### src/cbm_pkg.sv
`timescale 1ns / 1ps
`default_nettype none

package cbm_pkg;

    // Widths of the bus fields and of the stored registers
    localparam int ADDR_W      = 16;
    localparam int DATA_W      = 8;
    localparam int MEM_ADDR_W  = 19;
    localparam int MAX_BANK_W  = 5;
    localparam int BANK_BITS_DEF = 5;
    localparam int CFG_DATA_W  = 5;
    localparam int CFG_INDEX_W = 1;

    typedef enum logic [1:0] {
        CMD_REG_WRITE = 2'd0,
        CMD_REG_READ  = 2'd1,
        CMD_MEM_READ  = 2'd2,
        CMD_MEM_WRITE = 2'd3
    } command_t;

    typedef enum logic [1:0] {
        TGT_HOST  = 2'd0,
        TGT_ROM   = 2'd1,
        TGT_SRAM  = 2'd2,
        TGT_REG   = 2'd3
    } target_t;

    // Mode register bits 7:6
    typedef enum logic [1:0] {
        MAP_16K     = 2'd0,
        MAP_8K      = 2'd1,
        MAP_ULTIMAX = 2'd2,
        MAP_OFF     = 2'd3
    } map_t;

    // Register offsets (address bits 1:0)
    localparam logic [1:0] OFF_BANK = 2'd2;
    localparam logic [1:0] OFF_MODE = 2'd3;

    // Configuration register indexes
    localparam logic [CFG_INDEX_W-1:0] CFG_ROM_BANK_MASK = 1'd0;
    localparam logic [CFG_INDEX_W-1:0] CFG_HIDES_READS   = 1'd1;

    // Mode register bit positions
    localparam int MODE_HIDE_BIT = 3;
    localparam int MODE_WREN_BIT = 4;
    localparam int MODE_SRAM_BIT = 5;

    // Host address windows by address bits 15:13
    localparam logic [2:0] WIN_0000 = 3'b000;
    localparam logic [2:0] WIN_4000 = 3'b010;
    localparam logic [2:0] WIN_6000 = 3'b011;
    localparam logic [2:0] WIN_8000 = 3'b100;
    localparam logic [2:0] WIN_A000 = 3'b101;
    localparam logic [2:0] WIN_E000 = 3'b111;

    localparam logic [DATA_W-1:0] HIDDEN_READ = 8'hFF;

    typedef struct packed {
        logic [DATA_W-1:0]     register_data;
        target_t               target;
        logic [MEM_ADDR_W-1:0] memory_address;
        logic                  memory_write;
        logic                  host_ram_write;
        map_t                  map_mode;
        logic                  fake_ultimax;
    } result_t;

    typedef struct packed {
        logic bank_we;
        logic mode_we;
    } reg_update_t;

endpackage

`default_nettype wire

### src/cbm_decode.sv
`timescale 1ns / 1ps
`default_nettype none

// Decode one bus access against the current bank and mode registers.
module cbm_decode #(
    parameter int BANK_BITS = cbm_pkg::BANK_BITS_DEF
) (
    input  wire cbm_pkg::command_t              command,
    input  wire logic [cbm_pkg::ADDR_W-1:0]     address,
    input  wire logic [cbm_pkg::DATA_W-1:0]     write_data,
    input  wire logic [BANK_BITS-1:0]           bank,
    input  wire logic [cbm_pkg::DATA_W-1:0]     mode,
    input  wire logic [cbm_pkg::MAX_BANK_W-1:0] rom_bank_mask,
    input  wire logic                           hides_reads,
    output cbm_pkg::result_t                    result,
    output cbm_pkg::reg_update_t                update
);

    logic [1:0]                     offset;
    logic                           visible;
    cbm_pkg::map_t                  cur_map;
    logic                           cur_fake;
    logic [2:0]                     window;
    logic                           hit;
    logic                           high;
    logic [cbm_pkg::MAX_BANK_W-1:0] bank_ext;
    logic [cbm_pkg::MAX_BANK_W-1:0] bank_sel;
    logic [cbm_pkg::DATA_W-1:0]     mode_after;

    assign offset   = address[1:0];
    assign visible  = !mode[cbm_pkg::MODE_HIDE_BIT];
    assign cur_map  = cbm_pkg::map_t'(mode[7:6]);
    assign cur_fake = mode[cbm_pkg::MODE_WREN_BIT] && (cur_map != cbm_pkg::MAP_OFF);
    assign window   = address[15:13];
    assign bank_ext = cbm_pkg::MAX_BANK_W'(bank);

    always_comb begin
        result                = '0;
        result.register_data  = cbm_pkg::HIDDEN_READ;
        result.target         = cbm_pkg::TGT_HOST;
        update                = '0;
        hit                   = 1'b0;
        high                  = 1'b0;
        bank_sel              = bank_ext;
        case (command)
            cbm_pkg::CMD_REG_WRITE: begin
                result.target = cbm_pkg::TGT_REG;
                update.bank_we = visible && (offset == cbm_pkg::OFF_BANK);
                update.mode_we = visible && (offset == cbm_pkg::OFF_MODE);
            end
            cbm_pkg::CMD_REG_READ: begin
                result.target = cbm_pkg::TGT_REG;
                if (!hides_reads && visible) begin
                    if (offset == cbm_pkg::OFF_BANK) begin
                        result.register_data = cbm_pkg::DATA_W'(bank);
                    end else if (offset == cbm_pkg::OFF_MODE) begin
                        result.register_data = mode;
                    end
                end
            end
            cbm_pkg::CMD_MEM_READ: begin
                case (window)
                    cbm_pkg::WIN_E000: begin
                        hit  = (cur_map == cbm_pkg::MAP_ULTIMAX);
                        high = 1'b1;
                    end
                    cbm_pkg::WIN_A000: begin
                        hit  = (cur_map == cbm_pkg::MAP_16K);
                        high = 1'b1;
                    end
                    cbm_pkg::WIN_8000: begin
                        hit  = (cur_map != cbm_pkg::MAP_OFF);
                    end
                    default: begin
                        hit  = 1'b0;
                    end
                endcase
                if (hit) begin
                    if (mode[cbm_pkg::MODE_SRAM_BIT]) begin
                        result.target = cbm_pkg::TGT_SRAM;
                    end else begin
                        result.target = cbm_pkg::TGT_ROM;
                        bank_sel      = bank_ext & rom_bank_mask;
                    end
                end
            end
            default: begin
                if (cur_fake) begin
                    // Host RAM sees every write in 1000-7FFF
                    result.host_ram_write = !address[15] && (address[14:12] != 3'b000);
                    case (window)
                        cbm_pkg::WIN_4000: hit = 1'b1;
                        cbm_pkg::WIN_6000: begin
                            hit  = 1'b1;
                            high = 1'b1;
                        end
                        cbm_pkg::WIN_8000: hit = 1'b1;
                        cbm_pkg::WIN_A000, cbm_pkg::WIN_E000: begin
                            hit  = 1'b1;
                            high = 1'b1;
                        end
                        default: hit = 1'b0;
                    endcase
                    if (hit) begin
                        result.target       = cbm_pkg::TGT_SRAM;
                        result.memory_write = 1'b1;
                    end
                end
            end
        endcase
        if (hit) begin
            result.memory_address = {bank_sel, high, address[12:0]};
        end
        mode_after            = update.mode_we ? write_data : mode;
        result.map_mode       = cbm_pkg::map_t'(mode_after[7:6]);
        result.fake_ultimax   = mode_after[cbm_pkg::MODE_WREN_BIT]
                                && (mode_after[7:6] != cbm_pkg::MAP_OFF);
    end

endmodule

`default_nettype wire

### src/cartridge_bank_mapper.sv
`timescale 1ns / 1ps
`default_nettype none

// Banking cartridge mapper: one host bus access per word.
//
// Input channel (s_*): command, address and write data of one access.
// Result channel (m_*): register read data, target (host, ROM, SRAM or
// register), 19-bit ROM/SRAM address, SRAM and host RAM write flags, and
// the mapping in force after the access.
// Configuration port (cfg_*): ROM bank mask and the hidden-read variant;
// write only while no word is in flight.
//
// Pipeline: an accepted word passes through the input register, the decode
// and the result register. Throughput: one word per cycle while m_ready
// stays high, set by the single decode pass between the two registers; the bank
// and mode registers update as a word leaves the input register, so the
// following word already sees them.
// Reset (aresetn low, synchronous): both pipeline stages empty, bank and
// mode registers cleared (16K ROM mapping), mask 31, variant off.
// Stall: while m_ready is low the result is held; one more word is taken
// into the input register, after which s_ready drops.
module cartridge_bank_mapper #(
    parameter int BANK_BITS = cbm_pkg::BANK_BITS_DEF
) (
    input  wire logic                               aclk,
    input  wire logic                               aresetn,

    input  wire logic                               s_valid,
    output logic                                    s_ready,
    input  wire logic [1:0]                         s_command,
    input  wire logic [cbm_pkg::ADDR_W-1:0]         s_address,
    input  wire logic [cbm_pkg::DATA_W-1:0]         s_write_data,

    output logic                                    m_valid,
    input  wire logic                               m_ready,
    output logic [cbm_pkg::DATA_W-1:0]              m_register_data,
    output logic [1:0]                              m_target,
    output logic [cbm_pkg::MEM_ADDR_W-1:0]          m_memory_address,
    output logic                                    m_memory_write,
    output logic                                    m_host_ram_write,
    output logic [1:0]                              m_map_mode,
    output logic                                    m_fake_ultimax,

    input  wire logic                               cfg_write_enable,
    input  wire logic [cbm_pkg::CFG_INDEX_W-1:0]    cfg_index,
    input  wire logic [cbm_pkg::CFG_DATA_W-1:0]     cfg_write_data
);

    // Input register stage
    logic                               in_valid_reg;
    cbm_pkg::command_t                  in_command_reg;
    logic [cbm_pkg::ADDR_W-1:0]         in_address_reg;
    logic [cbm_pkg::DATA_W-1:0]         in_data_reg;

    // Mapper state and configuration
    logic [BANK_BITS-1:0]               bank_reg;
    logic [BANK_BITS-1:0]               bank_next;
    logic [cbm_pkg::DATA_W-1:0]         mode_reg;
    logic [cbm_pkg::DATA_W-1:0]         mode_next;
    logic [cbm_pkg::MAX_BANK_W-1:0]     rom_mask_reg;
    logic                               hides_reg;

    // Result register stage
    logic                               out_valid_reg;
    cbm_pkg::result_t                   out_reg;

    cbm_pkg::result_t                   dec_result;
    cbm_pkg::reg_update_t               dec_update;
    logic                               out_free;
    logic                               advance;
    logic                               take_in;

    // The result register is free when empty or being emptied this cycle
    assign out_free = !out_valid_reg || m_ready;
    assign advance  = in_valid_reg && out_free;
    assign s_ready  = !in_valid_reg || out_free;
    assign take_in  = s_valid && s_ready;

    cbm_decode #(
        .BANK_BITS(BANK_BITS)
    ) u_decode (
        .command       (in_command_reg),
        .address       (in_address_reg),
        .write_data    (in_data_reg),
        .bank          (bank_reg),
        .mode          (mode_reg),
        .rom_bank_mask (rom_mask_reg),
        .hides_reads   (hides_reg),
        .result        (dec_result),
        .update        (dec_update)
    );

    // Register writes commit only as the word moves on, never while it waits
    always_comb begin
        bank_next = bank_reg;
        mode_next = mode_reg;
        if (advance && dec_update.bank_we) begin
            bank_next = in_data_reg[BANK_BITS-1:0];
        end
        if (advance && dec_update.mode_we) begin
            mode_next = in_data_reg;
        end
    end

    always_ff @(posedge aclk) begin
        if (!aresetn) begin
            in_valid_reg  <= 1'b0;
            out_valid_reg <= 1'b0;
            bank_reg      <= '0;
            mode_reg      <= '0;
            rom_mask_reg  <= '1;
            hides_reg     <= 1'b0;
        end else begin
            // Hold the input word until the result register can take it
            if (take_in) begin
                in_valid_reg <= 1'b1;
            end else if (advance) begin
                in_valid_reg <= 1'b0;
            end
            if (advance) begin
                out_valid_reg <= 1'b1;
            end else if (m_ready) begin
                out_valid_reg <= 1'b0;
            end
            bank_reg <= bank_next;
            mode_reg <= mode_next;
            if (cfg_write_enable) begin
                case (cfg_index)
                    cbm_pkg::CFG_ROM_BANK_MASK: rom_mask_reg <= cfg_write_data;
                    cbm_pkg::CFG_HIDES_READS:   hides_reg    <= cfg_write_data[0];
                    default: ;
                endcase
            end
        end
    end

    // Payload registers: no reset
    always_ff @(posedge aclk) begin
        if (take_in) begin
            in_command_reg <= cbm_pkg::command_t'(s_command);
            in_address_reg <= s_address;
            in_data_reg    <= s_write_data;
        end
        if (advance) begin
            out_reg <= dec_result;
        end
    end

    assign m_valid          = out_valid_reg;
    assign m_register_data  = out_reg.register_data;
    assign m_target         = out_reg.target;
    assign m_memory_address = out_reg.memory_address;
    assign m_memory_write   = out_reg.memory_write;
    assign m_host_ram_write = out_reg.host_ram_write;
    assign m_map_mode       = out_reg.map_mode;
    assign m_fake_ultimax   = out_reg.fake_ultimax;

    // Once hidden, the registers stay frozen until reset
    a_hidden_frozen: assert property (@(posedge aclk) disable iff (!aresetn)
        mode_reg[cbm_pkg::MODE_HIDE_BIT] |=> (mode_reg == $past(mode_reg))
                                             && (bank_reg == $past(bank_reg)))
        else $error("mapper registers changed while hidden");

    // SRAM writes only ever target SRAM
    a_write_sram: assert property (@(posedge aclk) disable iff (!aresetn)
        (m_valid && m_memory_write) |-> (m_target == cbm_pkg::TGT_SRAM))
        else $error("memory write flagged on a non-SRAM target");

    // Host RAM write-through only happens with fake ultimax on
    a_host_write: assert property (@(posedge aclk) disable iff (!aresetn)
        (m_valid && m_host_ram_write) |-> m_fake_ultimax)
        else $error("host RAM write without fake ultimax");

    // A stalled result is held in place
    a_stall_hold: assert property (@(posedge aclk) disable iff (!aresetn)
        (m_valid && !m_ready) |=> (m_valid && $stable(out_reg)))
        else $error("result changed while stalled");

endmodule

`default_nettype wire
### config.mk
export PLATFORM = sky130hd
export DESIGN_NAME = cartridge_bank_mapper
export DESIGN_NICKNAME = d
export VERILOG_FILES = /design/src/cbm_pkg.sv /design/src/cbm_decode.sv /design/src/cartridge_bank_mapper.sv
export SDC_FILE = /design/constraint.sdc
export NUM_CORES = 1
export LEC_CHECK = 0
export ABC_AREA = 1
export BUFFER_PORTS_ARGS = -buffer_cell sky130_fd_sc_hd__buf_2
export CORE_ASPECT_RATIO = 0.5
export CORE_UTILIZATION = 57
export CTS_BUF_LIST = sky130_fd_sc_hd__clkbuf_8 sky130_fd_sc_hd__clkbuf_16
export DETAILED_ROUTE_END_ITERATION = 8
export PLACE_DENSITY = 0.84
export SLEW_MARGIN = 20
export SYNTH_ARGS = -nofsm -noshare
export SYNTH_HDL_FRONTEND = slang
export SYNTH_SLANG_ARGS = --single-unit
export TNS_END_PERCENT = 100
### constraint.sdc
create_clock -name aclk -period 8.3 [get_ports aclk]
set_clock_uncertainty 0.1 [all_clocks]
set_input_delay 0.415 -clock aclk [delete_from_list [all_inputs] [get_ports aclk]]
set_output_delay 0.415 -clock aclk [all_outputs]
set_load 0.005 [all_outputs]
Yosys cells after proc, flatten, opt, wreduce, memory -nomap -nowiden
Index checks and enable logic that the tools add are counted.
Widths: inputs -> output; s select.
{"block": "totals", "reg_bits": 81, "input_bits": 37}
{"block": "classes", "eq_ne": 12, "mux": 28, "n_bitwise": 3, "reduce_logical": 31}
{"cell": "$mux 8", "n": 3}
{"cell": "$mux 5", "n": 3}
{"cell": "$mux 1", "n": 13}
{"cell": "$logic_and 1x1->1", "n": 10}
{"cell": "$mux 2", "n": 5}
{"cell": "$eq 3x3->1 const B", "n": 3}
{"cell": "$eq 2x2->1 const B", "n": 4}
{"cell": "$eq 3x2->1 const B", "n": 2}
{"cell": "$reduce_and 2->1", "n": 3}
{"cell": "$reduce_or 3->1", "n": 2}
{"cell": "$and 5x5->5", "n": 1}
{"cell": "$logic_not 1->1", "n": 5}
{"cell": "$reduce_or 5->1", "n": 1}
{"cell": "$logic_not 2->1", "n": 2}
{"cell": "$ne 2x2->1 const B", "n": 2}
{"cell": "$pmux 1 s2", "n": 2}
{"cell": "$pmux 2 s2", "n": 1}
{"cell": "$reduce_bool 2->1", "n": 2}
{"cell": "$reduce_or 2->1", "n": 2}
{"cell": "$reduce_or 4->1", "n": 1}
{"cell": "$pmux 1 s3", "n": 1}
{"cell": "$reduce_bool 3->1", "n": 1}
{"cell": "$eq 2x1->1 const B", "n": 1}
{"cell": "$logic_or 1x1->1", "n": 2}
{"cell": "$not 1->1", "n": 2}

Longest topological paths before layout
{"block": "depth", "ltp_word": 8, "ltp_mapped": 10, "ltp_nobuf": 9}

Cells and area by module
A second synthesis with hierarchy kept.
{"block": "hier_totals", "cells_unflattened": 318, "area_unflattened_um2": 3373.2}
{"module": "cartridge_bank_mapper", "instances": 1, "cells_per_inst": 207, "area_each_um2": 2832.7, "seq_area_each_um2": 2222.1}
{"module": "cbm_decode", "instances": 1, "cells_per_inst": 111, "area_each_um2": 540.5, "seq_area_each_um2": 0.0}

Least setup slack after synthesis
No wires, ideal clock.
{"block": "synth_path", "kind": "input -> register", "from": "input m_ready", "to": "register bank_reg[0]", "setup_ns": 0.126, "arrival_ns": 3.005, "required_ns": 8.074, "path_slack_ns": 5.069, "cell_stages": 5, "n_path_buf": 0, "path_cell_list": "inv_1 > a21oi_1 > nand3_2 > o21ai_0 > a21oi_1"}
{"block": "synth_via", "elab_chain_len": 3}
{"item": "start, declared", "line_no": "cartridge_bank_mapper.sv:35", "rtl": "input wire logic m_ready,"}
{"item": "$logic_or 1x1->1", "line_no": "cartridge_bank_mapper.sv:74", "rtl": "assign out_free = !out_valid_reg || m_ready;"}
{"item": "$logic_and 1x1->1", "line_no": "cartridge_bank_mapper.sv:75", "rtl": "assign advance = in_valid_reg && out_free;"}
{"item": "net advance", "line_no": "cartridge_bank_mapper.sv:70", "rtl": "logic advance;"}
{"item": "$logic_and 1x1->1", "line_no": "cartridge_bank_mapper.sv:97", "rtl": "if (advance && dec_update.bank_we) begin"}
{"item": "end signal, assigned", "line_no": "cartridge_bank_mapper.sv:125", "rtl": "bank_reg <= bank_next;"}
{"item": "end, declared", "line_no": "cartridge_bank_mapper.sv:56", "rtl": "logic [BANK_BITS-1:0] bank_reg;"}
The timed path passes the listed nets, and every way through them passes these cells.
A chain may end at the register's enable or synchronous reset.

Worst setup path after layout
{"block": "layout_path", "from": "register out_valid_reg, in the netlist m_valid", "to": "register bank_reg[1]"}
{"block": "layout_via", "elab_chain_len": 4}
{"item": "start, declared", "line_no": "cartridge_bank_mapper.sv:64", "rtl": "logic out_valid_reg;"}
{"item": "start signal, assigned", "line_no": "cartridge_bank_mapper.sv:108", "rtl": "out_valid_reg <= 1'b0;"}
{"item": "start signal, assigned", "line_no": "cartridge_bank_mapper.sv:121", "rtl": "out_valid_reg <= 1'b1;"}
{"item": "start signal, assigned", "line_no": "cartridge_bank_mapper.sv:123", "rtl": "out_valid_reg <= 1'b0;"}
{"item": "$logic_not 1->1", "line_no": "cartridge_bank_mapper.sv:74"}
{"item": "$logic_or 1x1->1", "line_no": "cartridge_bank_mapper.sv:74"}
{"item": "$logic_and 1x1->1", "line_no": "cartridge_bank_mapper.sv:75"}
{"item": "net advance", "line_no": "cartridge_bank_mapper.sv:70"}
{"item": "$logic_and 1x1->1", "line_no": "cartridge_bank_mapper.sv:97"}
The timed path passes the listed nets, and every way through them passes these cells.

==> results_dict.tcl <==
set metrics [dict create \
    pre_cts_ws_ns 5.82 \
    r2r-end "bank_reg[1]$_SDFFE_PN0P_" \
    synth_top_cell_area_share 0.566 \
    synth_cell_types 27 \
    ant_nets 0 \
    numPlacedInstances 414 \
    setup_viol 0 \
    synth_area_leaders "edfxtp_1 57%, dfxtp_1 13%, nand2_1 5.1%, inv_1 4.1%, nor2_1 3.8%" \
    rows 18 \
    viasPerCell 5.18 \
    crit_path_end_kind "register" \
    reg2regPathDepth 5 \
    cts_hold_buf 0 \
    clk_latency_ns 0.35 \
    ys_seq_area_frac 0.698 \
    synthCells 278 \
    wl_per_cell_um 13.9 \
    max_stage_delay_ns 0.47 \
    first_pass_iters 6 \
    yosysWarnings 0 \
    avgSynthCellArea_um2 11.4 \
    combPwrFrac 0.067 \
    vdd_drop_max_mv 0.134 \
    grt_max_degree 37 \
    hp-start "s_write_data[2]" \
    synthFlopType "edfxtp_1" \
    maxCapViolations 0 \
    pwr_density_cell_mw_per_mm2 206 \
    multi_input_comb_area_um2 787 \
    p_switching_uw 177 \
    drive_gt1_frac 0.299 \
    drcViolationCount 0 \
    cts_num_sinks 81 \
    post-route-util 0.743 \
    grt_pass1_wl_mm 8.76 \
    swShare 0.225 \
    seq_area_mm2 0.00222 \
    drt_iter0_drc 163 \
    antenna_cells 0 \
    finalHoldViolations 0 \
    cts_tree "yes" \
    rsz0062_at_grt "false" \
    start_util 0.620 \
    final_nets 397 \
    max_freq_mhz 543 \
    post-route-period-util 0.222 \
    p_int_uw 610 \
    dp_hpwl_mm 4.30 \
    vias 2233 \
    synth_edf_count 60 \
    core_mm2 0.00513 \
    start_kind "register" \
    synthArstFlopShare 0 \
    syn_nets 319 \
    pwr-share-seq 0.586 \
    largest_register_ffs 19 \
    cts_inserted_buffers 9 \
    r2r_slack_ns 6.46 \
    cp.arrival_ns 1.97 \
    relSlewSlack 0.340 \
    ios 73 \
    n_fill_cell 353 \
    drv_slew 0 \
    crit_type "reg -> reg" \
    mappedNetlistArea_mm2 0.00318 \
    p_leak_uw 0.00155 \
    cts-resized-gates 0 \
    yosys-top-cells-count "60 x edfxtp_1, 43 x nand2_1, 35 x inv_1" \
    yosysTopAreaCell "edfxtp_1" \
    stdcell_count 431 \
    slowest_stage "a21oi_4" \
    cp.required_ns 8.43 \
    die_x_um 108 \
    die_area_mm2 0.00591 \
    min_period_ns 1.84 \
    antenna_found_initial 0 \
    hold_class "in -> reg" \
    place.gp.congestion 0.850 \
    fin_setup_tns_ns 0 \
    ys_seq_elements 81 \
    worst_pin_slew_ns 0.989 \
    clk_path_buf_depth 2 \
    die_y_um 54.8 \
    hold_end "in_data_reg[2]$_DFFE_PP_" \
    routed_wl_mm 5.99 \
    htreeDepth 3 \
    crit_chain "a21oi_4 -> buf_16 -> nand3_2 -> o21ai_0 -> a21oi_1" \
    yosysMostFrequentCell "edfxtp_1" \
    grt_pass1_vias 1852 \
    grt.total_usage 0.215 \
    synthToLayoutAreaGrowth_pct 19.8 \
    setup_slack_ns 6.46 \
    portBuffers 72 \
    path_clk_slew_ns 0.08 \
    p_clk_frac 0.346 \
    grt_overflow 0 \
    ctsRootBufferMaster "clkbuf_8" \
    min_path_cells 1 \
    r2r_start "m_valid$_SDFFE_PN0P_" \
    status "completed" \
    critPathMaxFanout 24 \
    fin_hold_ws_ns 0.133 \
    post_cts.repair.setup_buffers 0 \
]
-- routing by layer --
metal | track usage | vias up | wire [µm]
met3 | 0.0905 | 17 | 560
met1 | 0.273 | 1016 | 2560
met2 | 0.338 | 115 | 2770
li1 | - | 1085 | -
met4 | 0.0776 | 0 | 97
met5 | 0 | - | 0
-- layout make-up --
cell class / instances / area share
flip-flops and latches: 81 / 0.583
multi-input cells: 154 / 0.206
repair buffers: 73 / 0.102
inverters: 37 / 0.0371
clock buffers: 9 / 0.0325
well taps: 70 / 0.0230
clock inverters: 7 / 0.0167
-- power groups by stage --
stage          sequential (µW)  clock (µW)  combinational (µW)
3_3_place_gp               470           0                48.7
5_1_grt                    463         292                59.4
2_1_floorplan              470           0                28.7
6_report                   462         273                52.9
4_1_cts                    462         276                51.2
3_5_place_dp               471           0                51.0
-- through the flow --
stage	power (µW)	instance area (µm²)
after detailed placement	522	3600
after global placement	519	3600
after global routing	815	3810
after CTS	789	3790
final	787	3810
after floorplan	499	3180
-- worst max-delay path: cells and delay by family (launching register included) --
family | cells | cell delay, ns
buffers and inverters | 1 | 0.24
AOI/OAI and AO/OA | 3 | 0.83
DFF | 1 | 0.36
and+or+nand+nor | 1 | 0.18
-- placed cells by master, fill, tap and decap left out, drive strengths merged --
master and instances:
buf 73, edfxtp 60, nand2 48, nor2 43, inv 39, dfxtp 21
o21ai 18, nand3 16, a21oi 14, clkbuf 9, o22ai 5, ha 4
clkinvlp 3, o211ai 2, nor3 1, nand4 1, a21boi 1, a211oi 1
bufinv 1, clkinv 1
-- worst max-delay path by stage --
stage	from	to	slack, ns
6_report	m_valid$_SDFFE_PN0P_	bank_reg[1]$_SDFFE_PN0P_	6.46
5_1_grt	m_valid$_SDFFE_PN0P_	in_address_reg[11]$_DFFE_PP_	6.30
4_1_cts	in_valid_reg$_SDFFE_PN0P_	bank_reg[1]$_SDFFE_PN0P_	6.01
3_5_place_dp	m_ready	bank_reg[1]$_SDFFE_PN0P_	5.82
3_3_place_gp	m_ready	bank_reg[4]$_SDFFE_PN0P_	6.02
2_1_floorplan	m_ready	bank_reg[0]$_SDFFE_PN0P_	5.07
-- logic make-up (layout without fill, tap and decap cells) --
family | count (synthesis) | after routing | share of synthesized area
AND/OR/NAND/NOR | 109 | 109 | 0.158
flip-flops | 81 | 81 | 0.698
buffers and inverters | 43 | 126 | 0.0582
AO/OA/AOI/OAI | 41 | 41 | 0.0696
adder cells (fa/ha/maj) | 4 | 4 | 0.0157
No activity file was read; power rests on OpenSTA's default activity.
